`src/sv/pvd_pkg.sv`:
```
// ----------------------------------------------------------------------------
// pvd_pkg
// shared types, widths and helpers for the polynomial value and slope block
// ----------------------------------------------------------------------------
package pvd_pkg;

  localparam int MAX_TERMS_DEF = 6;

  localparam int COEF_W   = 64;
  localparam int POINT_W  = 32;
  localparam int INDEX_W  = 3;
  localparam int COUNT_W  = 3;
  localparam int FRAC_SHIFT = 20;

  // input tdata layout
  localparam int IN_IDX_LSB   = 0;
  localparam int IN_COEF_LSB  = IN_IDX_LSB + INDEX_W;
  localparam int IN_POINT_LSB = IN_COEF_LSB + COEF_W;
  localparam int IN_CNT_LSB   = IN_POINT_LSB + POINT_W;
  localparam int IN_BITS      = IN_CNT_LSB + COUNT_W;
  localparam int IN_TDATA_W   = ((IN_BITS + 7) / 8) * 8;
  localparam int OUT_TDATA_W  = 2 * COEF_W;

  // datapath widths
  localparam int HALF_W = COEF_W / 2;
  localparam int PROD_W = HALF_W + 1 + POINT_W;
  localparam int ACC_W  = COEF_W + POINT_W;
  localparam int TERM_W = COEF_W + 6;
  localparam int SUM_W  = ACC_W - FRAC_SHIFT + 1;

  typedef enum logic {
    OP_LOAD = 1'b0,
    OP_EVAL = 1'b1
  } op_e;

  typedef enum logic [2:0] {
    S_IDLE,
    S_HEAD,
    S_SINIT,
    S_LO,
    S_HI,
    S_ADD,
    S_DONE
  } state_e;

  typedef struct packed {
    logic lo;
    logic hi;
  } mac_ctl_t;

  typedef struct packed {
    logic              ovf;
    logic [COEF_W-1:0] val;
  } sat_t;

  function automatic sat_t sat64(input logic signed [SUM_W-1:0] s);
    sat_t r;
    r.val = s[COEF_W-1:0];
    r.ovf = (s[SUM_W-1:COEF_W-1] != '0) && (s[SUM_W-1:COEF_W-1] != '1);
    if (r.ovf) begin
      r.val = s[SUM_W-1] ? {1'b1, {(COEF_W-1){1'b0}}} : {1'b0, {(COEF_W-1){1'b1}}};
    end
    return r;
  endfunction

endpackage

```
`src/sv/pvd_coef_store.sv`:
```
// ----------------------------------------------------------------------------
// pvd_coef_store
// coefficient memory, one write port and one registered read port
// ----------------------------------------------------------------------------
module pvd_coef_store #(
  parameter int Depth = pvd_pkg::MAX_TERMS_DEF,
  parameter int AddrW = $clog2(Depth)
) (
  input  logic                       clk_i,
  input  logic                       wr_en_i,
  input  logic [AddrW-1:0]           wr_addr_i,
  input  logic [pvd_pkg::COEF_W-1:0] wr_data_i,
  input  logic                       rd_en_i,
  input  logic [AddrW-1:0]           rd_addr_i,
  output logic [pvd_pkg::COEF_W-1:0] rd_data_o
);

  logic [pvd_pkg::COEF_W-1:0] mem [Depth];
  logic [pvd_pkg::COEF_W-1:0] rd_data_q;

  always_ff @(posedge clk_i) begin
    if (wr_en_i) begin
      mem[wr_addr_i] <= wr_data_i;
    end
  end

  always_ff @(posedge clk_i) begin
    if (rd_en_i) begin
      rd_data_q <= mem[rd_addr_i];
    end
  end

  assign rd_data_o = rd_data_q;

endmodule

```
`src/sv/pvd_mac.sv`:
```
// ----------------------------------------------------------------------------
// pvd_mac
// shared multiply-accumulate: y*x in two half products, shift, add, saturate
// ----------------------------------------------------------------------------
module pvd_mac (
  input  logic                              clk_i,
  input  pvd_pkg::mac_ctl_t                 ctl_i,
  input  logic [pvd_pkg::COEF_W-1:0]        y_i,
  input  logic signed [pvd_pkg::POINT_W-1:0] x_i,
  input  logic signed [pvd_pkg::TERM_W-1:0] term_i,
  output pvd_pkg::sat_t                     res_o
);

  logic signed [pvd_pkg::HALF_W:0]     a_op;
  logic signed [pvd_pkg::PROD_W-1:0]   prod;
  logic signed [pvd_pkg::ACC_W-1:0]    acc_q, acc_d, shifted;
  logic signed [pvd_pkg::SUM_W-1:0]    sum;

  always_comb begin
    if (ctl_i.lo) begin
      a_op = signed'({1'b0, y_i[pvd_pkg::HALF_W-1:0]});
    end else begin
      a_op = signed'({y_i[pvd_pkg::COEF_W-1], y_i[pvd_pkg::COEF_W-1:pvd_pkg::HALF_W]});
    end
    prod = a_op * x_i;
  end

  always_comb begin
    acc_d = acc_q;
    if (ctl_i.lo) begin
      acc_d = pvd_pkg::ACC_W'(prod);
    end else if (ctl_i.hi) begin
      acc_d = acc_q + (pvd_pkg::ACC_W'(prod) <<< pvd_pkg::HALF_W);
    end
  end

  always_ff @(posedge clk_i) begin
    acc_q <= acc_d;
  end

  always_comb begin
    shifted = acc_q >>> pvd_pkg::FRAC_SHIFT;
    sum     = signed'(shifted[pvd_pkg::SUM_W-1:0]) + pvd_pkg::SUM_W'(term_i);
    res_o   = pvd_pkg::sat64(sum);
  end

endmodule

```
`src/sv/poly_value_and_derivative.sv`:
```
// ----------------------------------------------------------------------------
// poly_value_and_derivative
// Horner evaluation of a polynomial and its first derivative in fixed point
// ----------------------------------------------------------------------------
// Input beats on s_axis: tuser selects load (0) or evaluate (1). A load beat
// writes coef_value into entry coef_index of the coefficient memory and gives
// no output beat; an index at or beyond MAX_TERMS is dropped. An evaluate beat
// gives point x (Q11.20) and term_count n, clamped to MAX_TERMS, and yields
// one output beat on m_axis with p(x) and p'(x) in Q15.48 and an overflow
// flag in tuser when either chain saturated.
// Each Horner step runs on one shared 33x32 multiplier in two half products
// (S_LO, S_HI) followed by a shift, add and saturate step (S_ADD). While an
// evaluate beat is worked on, s_axis_tready stays low. A load beat leaves the
// sequencer idle, so the block stays ready for the next beat.
// The result sits in an output register, so the next beat is taken while the
// receiver stalls; a later result then waits until the register frees.
// Reset clears the sequencer and the output valid; the coefficient memory
// keeps whatever it held and must be loaded before use.
// ----------------------------------------------------------------------------
module poly_value_and_derivative #(
  parameter int MaxTerms = pvd_pkg::MAX_TERMS_DEF
) (
  input  logic                            clk_i,
  input  logic                            rst_ni,
  input  logic                            s_axis_tvalid,
  output logic                            s_axis_tready,
  // coef_index, coef_value, point, term_count, zero pad
  input  logic [pvd_pkg::IN_TDATA_W-1:0]  s_axis_tdata,
  // opcode
  input  logic [0:0]                      s_axis_tuser,
  output logic                            m_axis_tvalid,
  input  logic                            m_axis_tready,
  // value, slope
  output logic [pvd_pkg::OUT_TDATA_W-1:0] m_axis_tdata,
  // overflow
  output logic [0:0]                      m_axis_tuser
);

  localparam int IdxW = $clog2(MaxTerms);
  localparam int CntW = $clog2(MaxTerms + 1);

  pvd_pkg::state_e state_q, state_d;

  logic [pvd_pkg::INDEX_W-1:0] in_idx;
  logic [pvd_pkg::COEF_W-1:0]  in_coef;
  logic [pvd_pkg::POINT_W-1:0] in_point;
  logic [pvd_pkg::COUNT_W-1:0] in_cnt;
  logic                        in_acc;
  logic [CntW-1:0]             n_clamp;

  logic [CntW-1:0]                   n_q, n_d;
  logic [IdxW-1:0]                   idx_q, idx_d;
  logic                              chain_q, chain_d;
  logic                              ov_q, ov_d;
  logic [pvd_pkg::COEF_W-1:0]        val_q, val_d, slope_q, slope_d;
  logic signed [pvd_pkg::POINT_W-1:0] x_q, x_d;
  logic signed [pvd_pkg::TERM_W-1:0] term_q, term_d;

  logic                        rd_en;
  logic [IdxW-1:0]             rd_addr;
  logic [pvd_pkg::COEF_W-1:0]  rd_data;
  logic                        wr_en;

  logic [CntW-1:0]                   k_sel;
  logic signed [pvd_pkg::TERM_W-1:0] c_ext, k_ext;
  pvd_pkg::mac_ctl_t                 mac_ctl;
  pvd_pkg::sat_t                     mac_res, init_res;

  logic                            out_valid_q;
  logic [pvd_pkg::OUT_TDATA_W-1:0] out_data_q;
  logic                            out_ov_q;
  logic                            out_load;

  assign in_idx   = s_axis_tdata[pvd_pkg::IN_IDX_LSB +: pvd_pkg::INDEX_W];
  assign in_coef  = s_axis_tdata[pvd_pkg::IN_COEF_LSB +: pvd_pkg::COEF_W];
  assign in_point = s_axis_tdata[pvd_pkg::IN_POINT_LSB +: pvd_pkg::POINT_W];
  assign in_cnt   = s_axis_tdata[pvd_pkg::IN_CNT_LSB +: pvd_pkg::COUNT_W];

  assign s_axis_tready = (state_q == pvd_pkg::S_IDLE);
  assign in_acc        = s_axis_tvalid && s_axis_tready;
  assign wr_en = in_acc && (s_axis_tuser[0] == pvd_pkg::OP_LOAD) && (int'(in_idx) < MaxTerms);
  assign n_clamp = (int'(in_cnt) > MaxTerms) ? CntW'(MaxTerms) : CntW'(in_cnt);
  assign out_load = (state_q == pvd_pkg::S_DONE) && (!out_valid_q || m_axis_tready);

  pvd_coef_store #(
    .Depth (MaxTerms),
    .AddrW (IdxW)
  ) u_store (
    .clk_i     (clk_i),
    .wr_en_i   (wr_en),
    .wr_addr_i (IdxW'(in_idx)),
    .wr_data_i (in_coef),
    .rd_en_i   (rd_en),
    .rd_addr_i (rd_addr),
    .rd_data_o (rd_data)
  );

  // derivative term c[i]*i, or the plain coefficient for the value chain
  always_comb begin
    k_sel  = (state_q == pvd_pkg::S_HEAD) ? CntW'(n_q - 1'b1) : CntW'(idx_q);
    c_ext  = pvd_pkg::TERM_W'(signed'(rd_data));
    k_ext  = signed'(pvd_pkg::TERM_W'(k_sel));
    term_d = chain_q ? c_ext * k_ext : c_ext;
  end

  always_comb begin
    mac_ctl.lo = (state_q == pvd_pkg::S_LO);
    mac_ctl.hi = (state_q == pvd_pkg::S_HI);
  end

  pvd_mac u_mac (
    .clk_i  (clk_i),
    .ctl_i  (mac_ctl),
    .y_i    (chain_q ? slope_q : val_q),
    .x_i    (x_q),
    .term_i (term_q),
    .res_o  (mac_res)
  );

  assign init_res = pvd_pkg::sat64(pvd_pkg::SUM_W'(term_q));

  // next state
  always_comb begin
    state_d = state_q;
    unique case (state_q)
      pvd_pkg::S_IDLE: begin
        if (in_acc && (s_axis_tuser[0] == pvd_pkg::OP_EVAL)) begin
          state_d = (n_clamp == '0) ? pvd_pkg::S_DONE : pvd_pkg::S_HEAD;
        end
      end
      pvd_pkg::S_HEAD: begin
        if (chain_q) begin
          state_d = pvd_pkg::S_SINIT;
        end else if (n_q == CntW'(1)) begin
          state_d = pvd_pkg::S_DONE;
        end else begin
          state_d = pvd_pkg::S_LO;
        end
      end
      pvd_pkg::S_SINIT: begin
        state_d = (n_q == CntW'(2)) ? pvd_pkg::S_DONE : pvd_pkg::S_LO;
      end
      pvd_pkg::S_LO: state_d = pvd_pkg::S_HI;
      pvd_pkg::S_HI: state_d = pvd_pkg::S_ADD;
      pvd_pkg::S_ADD: begin
        if (!chain_q && idx_q == '0) begin
          state_d = pvd_pkg::S_HEAD;
        end else if (chain_q && idx_q == IdxW'(1)) begin
          state_d = pvd_pkg::S_DONE;
        end else begin
          state_d = pvd_pkg::S_LO;
        end
      end
      pvd_pkg::S_DONE: begin
        if (out_load) begin
          state_d = pvd_pkg::S_IDLE;
        end
      end
      default: state_d = pvd_pkg::S_IDLE;
    endcase
  end

  // datapath control
  always_comb begin
    n_d     = n_q;
    idx_d   = idx_q;
    chain_d = chain_q;
    ov_d    = ov_q;
    val_d   = val_q;
    slope_d = slope_q;
    x_d     = x_q;
    rd_en   = 1'b0;
    rd_addr = IdxW'(n_q - 1'b1);
    unique case (state_q)
      pvd_pkg::S_IDLE: begin
        n_d     = n_clamp;
        x_d     = signed'(in_point);
        chain_d = 1'b0;
        ov_d    = 1'b0;
        val_d   = '0;
        slope_d = '0;
        rd_en   = in_acc;
        rd_addr = IdxW'(n_clamp - 1'b1);
      end
      pvd_pkg::S_HEAD: begin
        if (!chain_q) begin
          val_d   = rd_data;
          idx_d   = IdxW'(n_q - CntW'(2));
          rd_en   = 1'b1;
          rd_addr = IdxW'(n_q - CntW'(2));
        end
      end
      pvd_pkg::S_SINIT: begin
        slope_d = init_res.val;
        ov_d    = ov_q | init_res.ovf;
        idx_d   = IdxW'(n_q - CntW'(2));
        rd_en   = 1'b1;
        rd_addr = IdxW'(n_q - CntW'(2));
      end
      pvd_pkg::S_LO, pvd_pkg::S_HI: begin
      end
      pvd_pkg::S_ADD: begin
        ov_d = ov_q | mac_res.ovf;
        if (chain_q) begin
          slope_d = mac_res.val;
        end else begin
          val_d = mac_res.val;
        end
        if (!chain_q && idx_q == '0) begin
          chain_d = 1'b1;
          rd_en   = 1'b1;
          rd_addr = IdxW'(n_q - 1'b1);
        end else begin
          idx_d   = idx_q - 1'b1;
          rd_en   = 1'b1;
          rd_addr = idx_q - 1'b1;
        end
      end
      pvd_pkg::S_DONE: begin
      end
      default: begin
      end
    endcase
  end

  always_ff @(posedge clk_i or negedge rst_ni) begin
    if (!rst_ni) begin
      state_q     <= pvd_pkg::S_IDLE;
      out_valid_q <= 1'b0;
    end else begin
      state_q <= state_d;
      if (out_load) begin
        out_valid_q <= 1'b1;
      end else if (m_axis_tready) begin
        out_valid_q <= 1'b0;
      end
    end
  end

  always_ff @(posedge clk_i) begin
    n_q     <= n_d;
    idx_q   <= idx_d;
    chain_q <= chain_d;
    ov_q    <= ov_d;
    val_q   <= val_d;
    slope_q <= slope_d;
    x_q     <= x_d;
    if (state_q == pvd_pkg::S_HEAD || state_q == pvd_pkg::S_LO) begin
      term_q <= term_d;
    end
    if (out_load) begin
      out_data_q <= {slope_q, val_q};
      out_ov_q   <= ov_q;
    end
  end

  assign m_axis_tvalid   = out_valid_q;
  assign m_axis_tdata    = out_data_q;
  assign m_axis_tuser[0] = out_ov_q;

endmodule

```
`config.mk`:
```
export PLATFORM = sky130hd
export DESIGN_NAME = poly_value_and_derivative
export DESIGN_NICKNAME = d
export VERILOG_FILES = /design/src/sv/pvd_pkg.sv /design/src/sv/pvd_coef_store.sv /design/src/sv/pvd_mac.sv /design/src/sv/poly_value_and_derivative.sv
export SDC_FILE = /design/constraint.sdc
export NUM_CORES = 2
export LEC_CHECK = 0
export BUFFER_PORTS_ARGS = -buffer_cell sky130_fd_sc_hd__buf_2
export CAP_MARGIN = 20
export CORE_MARGIN = 2
export CORE_UTILIZATION = 25
export CTS_BUF_LIST = sky130_fd_sc_hd__clkbuf_16
export CTS_CLUSTER_DIAMETER = 100
export CTS_CLUSTER_SIZE = 12
export DETAILED_ROUTE_END_ITERATION = 12
export MAX_ROUTING_LAYER = met4
export PLACE_DENSITY_LB_ADDON = 0.12
export SYNTH_ARGS = -nofsm -noshare
export SYNTH_HDL_FRONTEND = slang
export SYNTH_SLANG_ARGS = --single-unit
```
`constraint.sdc`:
```
create_clock -name clk_i -period 24.5 [get_ports clk_i]
set_clock_uncertainty 0.2 [all_clocks]
set_input_delay 7.35 -clock clk_i [delete_from_list [all_inputs] [get_ports clk_i]]
set_output_delay 7.35 -clock clk_i [all_outputs]
set_load 0.01 [all_outputs]
```
==> flow_summary.json <==
{
  "rows": 216,
  "dpl.hpwl_um": 226000,
  "max_freq_mhz": 69.8,
  "routed-wl-met3_um": 8300,
  "reg2reg_slack_ns": 10.18,
  "synth_cells": 8274,
  "finalSetupViolCount": 0,
  "vias": 59000,
  "tns_ns": 0,
  "slowest_stage": "mux4_2",
  "drt_iter0_drc": 3468,
  "grt_usage_pct": 17.1,
  "dr.max_layer_used": "met4",
  "hold-path-endpoint": "m_axis_tdata[10]$_DFFE_PP_",
  "worst-path-max-fanout": 39,
  "synth-async-reset-ratio_pct": 0.448,
  "coreArea_mm2": 0.345,
  "cp-start-kind": "register",
  "status": "finished, final reports clean",
  "crit_path_end_kind": "register",
  "yosysTopAreaCell": "edfxtp_1",
  "rr_endpoint": "u_mac.acc_q[92]$_DFFE_PN_",
  "critical_path_class": "register to register",
  "initial_core_util_pct": 25.1,
  "cts_sinks": 893,
  "clkLatencyLatePin_ns": 0.89,
  "via_per_inst": 4.55,
  "synth.most_common_cell": "inv_1",
  "cts_buffer_depth": 4,
  "cp_slowest_stage_delay_ns": 1.01,
  "ys_ff_latch": 893,
  "final_max_slew_viol_count": 0,
  "die_area_mm2": 0.351,
  "hold_violations": 0,
  "antenna_found_initial": 33,
  "cts_tree": "done",
  "routed_wirelength_um": 288000,
  "pin_count": 240,
  "place.port_buffers": 237,
  "min_path_cells": 0,
  "syn-num-nets": 10000,
  "wl_met1_um": 132000,
  "rsz0062_at_grt": "false",
  "cts_hold_buf": 0,
  "worstPathArrival_ns": 14.62,
  "wl_per_cell_um": 22.2,
  "die_h_um": 592,
  "numCtsBuffers": 97,
  "crit_required_ns": 24.81,
  "post_cts_buffers": 0,
  "synthTopCellsByCount": "1304 x inv_1, 1178 x fa_1, 1114 x nand2_1",
  "wl_met2_um": 137000,
  "ctsRootBufferMaster": "clkbuf_16",
  "hold_path_class": "register to register",
  "grt_max_degree": 129,
  "dp_slack_ns": 10.15,
  "ys_types": 89,
  "syn_to_final_growth_pct": 10.8,
  "clkTransAtPathRegs_ns": 0.06,
  "netlist_area_mm2": 0.0865,
  "drcViolationCount": 0,
  "synth.area.top_cells": "edfxtp_1 31%, fa_1 27%, ha_1 6.8%, inv_1 5.7%, nand2_1 4.8%",
  "ys_seq_area_share_pct": 31.0,
  "setup_ws_ns": 10.18,
  "drv_cap": 0,
  "cts_htree_levels": 3,
  "gr-total-overflow": 0,
  "cts_resized": 0,
  "min-delay-start": "val_q[10]$_DFFE_PP_",
  "period_needed_ns": 14.32,
  "post-route-period-util_pct": 58.4,
  "gp_congestion": 0.907,
  "syn_area_per_cell_um2": 10.5,
  "yosys_warnings": 0,
  "worstMarginPinSlew_ns": 1.25,
  "r2r-start": "state_q[0]$_DFFE_PN0P_",
  "drive_gt1_share_pct": 7.27,
  "grt_pass1_wl_um": 434000,
  "grt_pass1_vias": 63500,
  "die_width_um": 592,
  "maxSlewHeadroom_pct": 16.1,
  "fin_nets": 10100,
  "reg2reg_depth": 40,
  "synth_top_area_share_pct": 30.8,
  "postRouteAntennaNets": 0,
  "path_common_cell": "fa_1",
  "drt_first_pass_iters": 5,
  "ys.flop_type": "edfxtp_1",
  "synth_edf_count": 889
}
## layout by cell type (no fill, tap or decap), drive strengths merged, types with 12 or more instances in the layout
cell type / n
and2: 582
xor2: 92
a31oi: 21
o221ai: 24
o211ai: 121
a21oi: 272
o31ai: 17
o21bai: 36
clkbuf: 97
a211oi: 33
nor4: 16
o21a: 74
buf: 359
nand2b: 50
o21ai: 315
mux2: 41
nand2: 1114
a221oi: 12
a211o: 46
a221o: 39
mux4: 31
diode: 29
nor3: 43
inv: 1332
or3: 14
edfxtp: 889
a21boi: 18
nand3: 112
and3: 28
a21o: 172
nor2b: 75
mux2i: 71
ha: 469
nor2: 210
fa: 1178
nand4: 46
xnor2: 161
## cell families (layout without fill, tap and decap cells)
family                     Yosys count  count (layout)  synth area share [%]
adders and majority gates         1647            1647                  34.0
muxes                              143             143                  2.16
xor gates and xnor gates           253             253                  2.56
other                                0              29                     0
and+or+nand+nor                   2343            2343                  13.0
AOI/OAI and AO/OA                 1282            1282                  9.79
buffers and inverters             1713            1798                  7.48
DFF                                893             893                  31.0
## final cells by class
class | instances | area, um^2
Tap cell | 4578 | 5730
Sequential cell | 893 | 26800
Timing Repair Buffer | 359 | 2120
Inverter | 1307 | 4910
Multi-Input combinational cell | 5668 | 53500
Clock inverter | 35 | 280
Fill cell | 36300 | 250000
Clock buffer | 97 | 2430
Antenna cell | 29 | 72.6
## layer usage
layer | track usage (%) | vias to the layer above
met2 | 27.9 | 973
met5 | - | -
li1 | - | 27200
met3 | 1.57 | 278
met1 | 22.3 | 30500
met4 | 5.31 | 0
## metrics by stage
stage / instances / hold WS [ns] / util, % / area, um^2
5_1_grt: 13000 / 0.226 / 27.8 / 95900
3_5_place_dp: 12800 / 0.239 / 27.0 / 93100
6_report: 13000 / 0.226 / 27.8 / 95900
2_1_floorplan: 8274 / 0.221 / - / 86500
3_3_place_gp: 12800 / 0.235 / 26.9 / 93100
4_1_cts: 12900 / 0.212 / 27.7 / 95800
## registers in the layout, indices dropped and copies added, names as in the netlist, 3 cells and up
| register | cells |
|---|---|
| u_store.mem | 384 |
| m_axis_tdata | 128 |
| u_mac.acc_q | 76 |
| term_q | 68 |
| slope_q | 64 |
| u_store.rd_data_o | 64 |
| val_q | 64 |
| x_q | 32 |
| idx_q | 3 |
| n_q | 3 |
| state_q | 3 |
## critical path: cells and delay by family (launching register included)
kind / cells / cell delay (ns)
adders and majority gates: 10 / 5.08
buffers and inverters: 3 / 0.79
and+or+nand+nor: 6 / 1.36
xor gates and xnor gates: 2 / 0.92
DFF: 1 / 0.32
AOI/OAI and AO/OA: 18 / 4.20
muxes: 1 / 1.01
## worst max path at each step
stage	from	depth (start not counted)	endpoint
4_1_cts	state_q[0]$_DFFE_PN0P_	40	u_mac.acc_q[92]$_DFFE_PN_
3_5_place_dp	state_q[0]$_DFFE_PN0P_	40	u_mac.acc_q[92]$_DFFE_PN_
2_1_floorplan	state_q[0]$_DFFE_PN0P_	46	u_mac.acc_q[92]$_DFFE_PN_
5_1_grt	state_q[0]$_DFFE_PN0P_	45	u_mac.acc_q[92]$_DFFE_PN_
3_3_place_gp	state_q[0]$_DFFE_PN0P_	40	u_mac.acc_q[92]$_DFFE_PN_
6_report	state_q[0]$_DFFE_PN0P_	40	u_mac.acc_q[92]$_DFFE_PN_
Power is not shown: default switching activity piles up to over one toggle a cycle in this logic, so the estimate is an artifact.
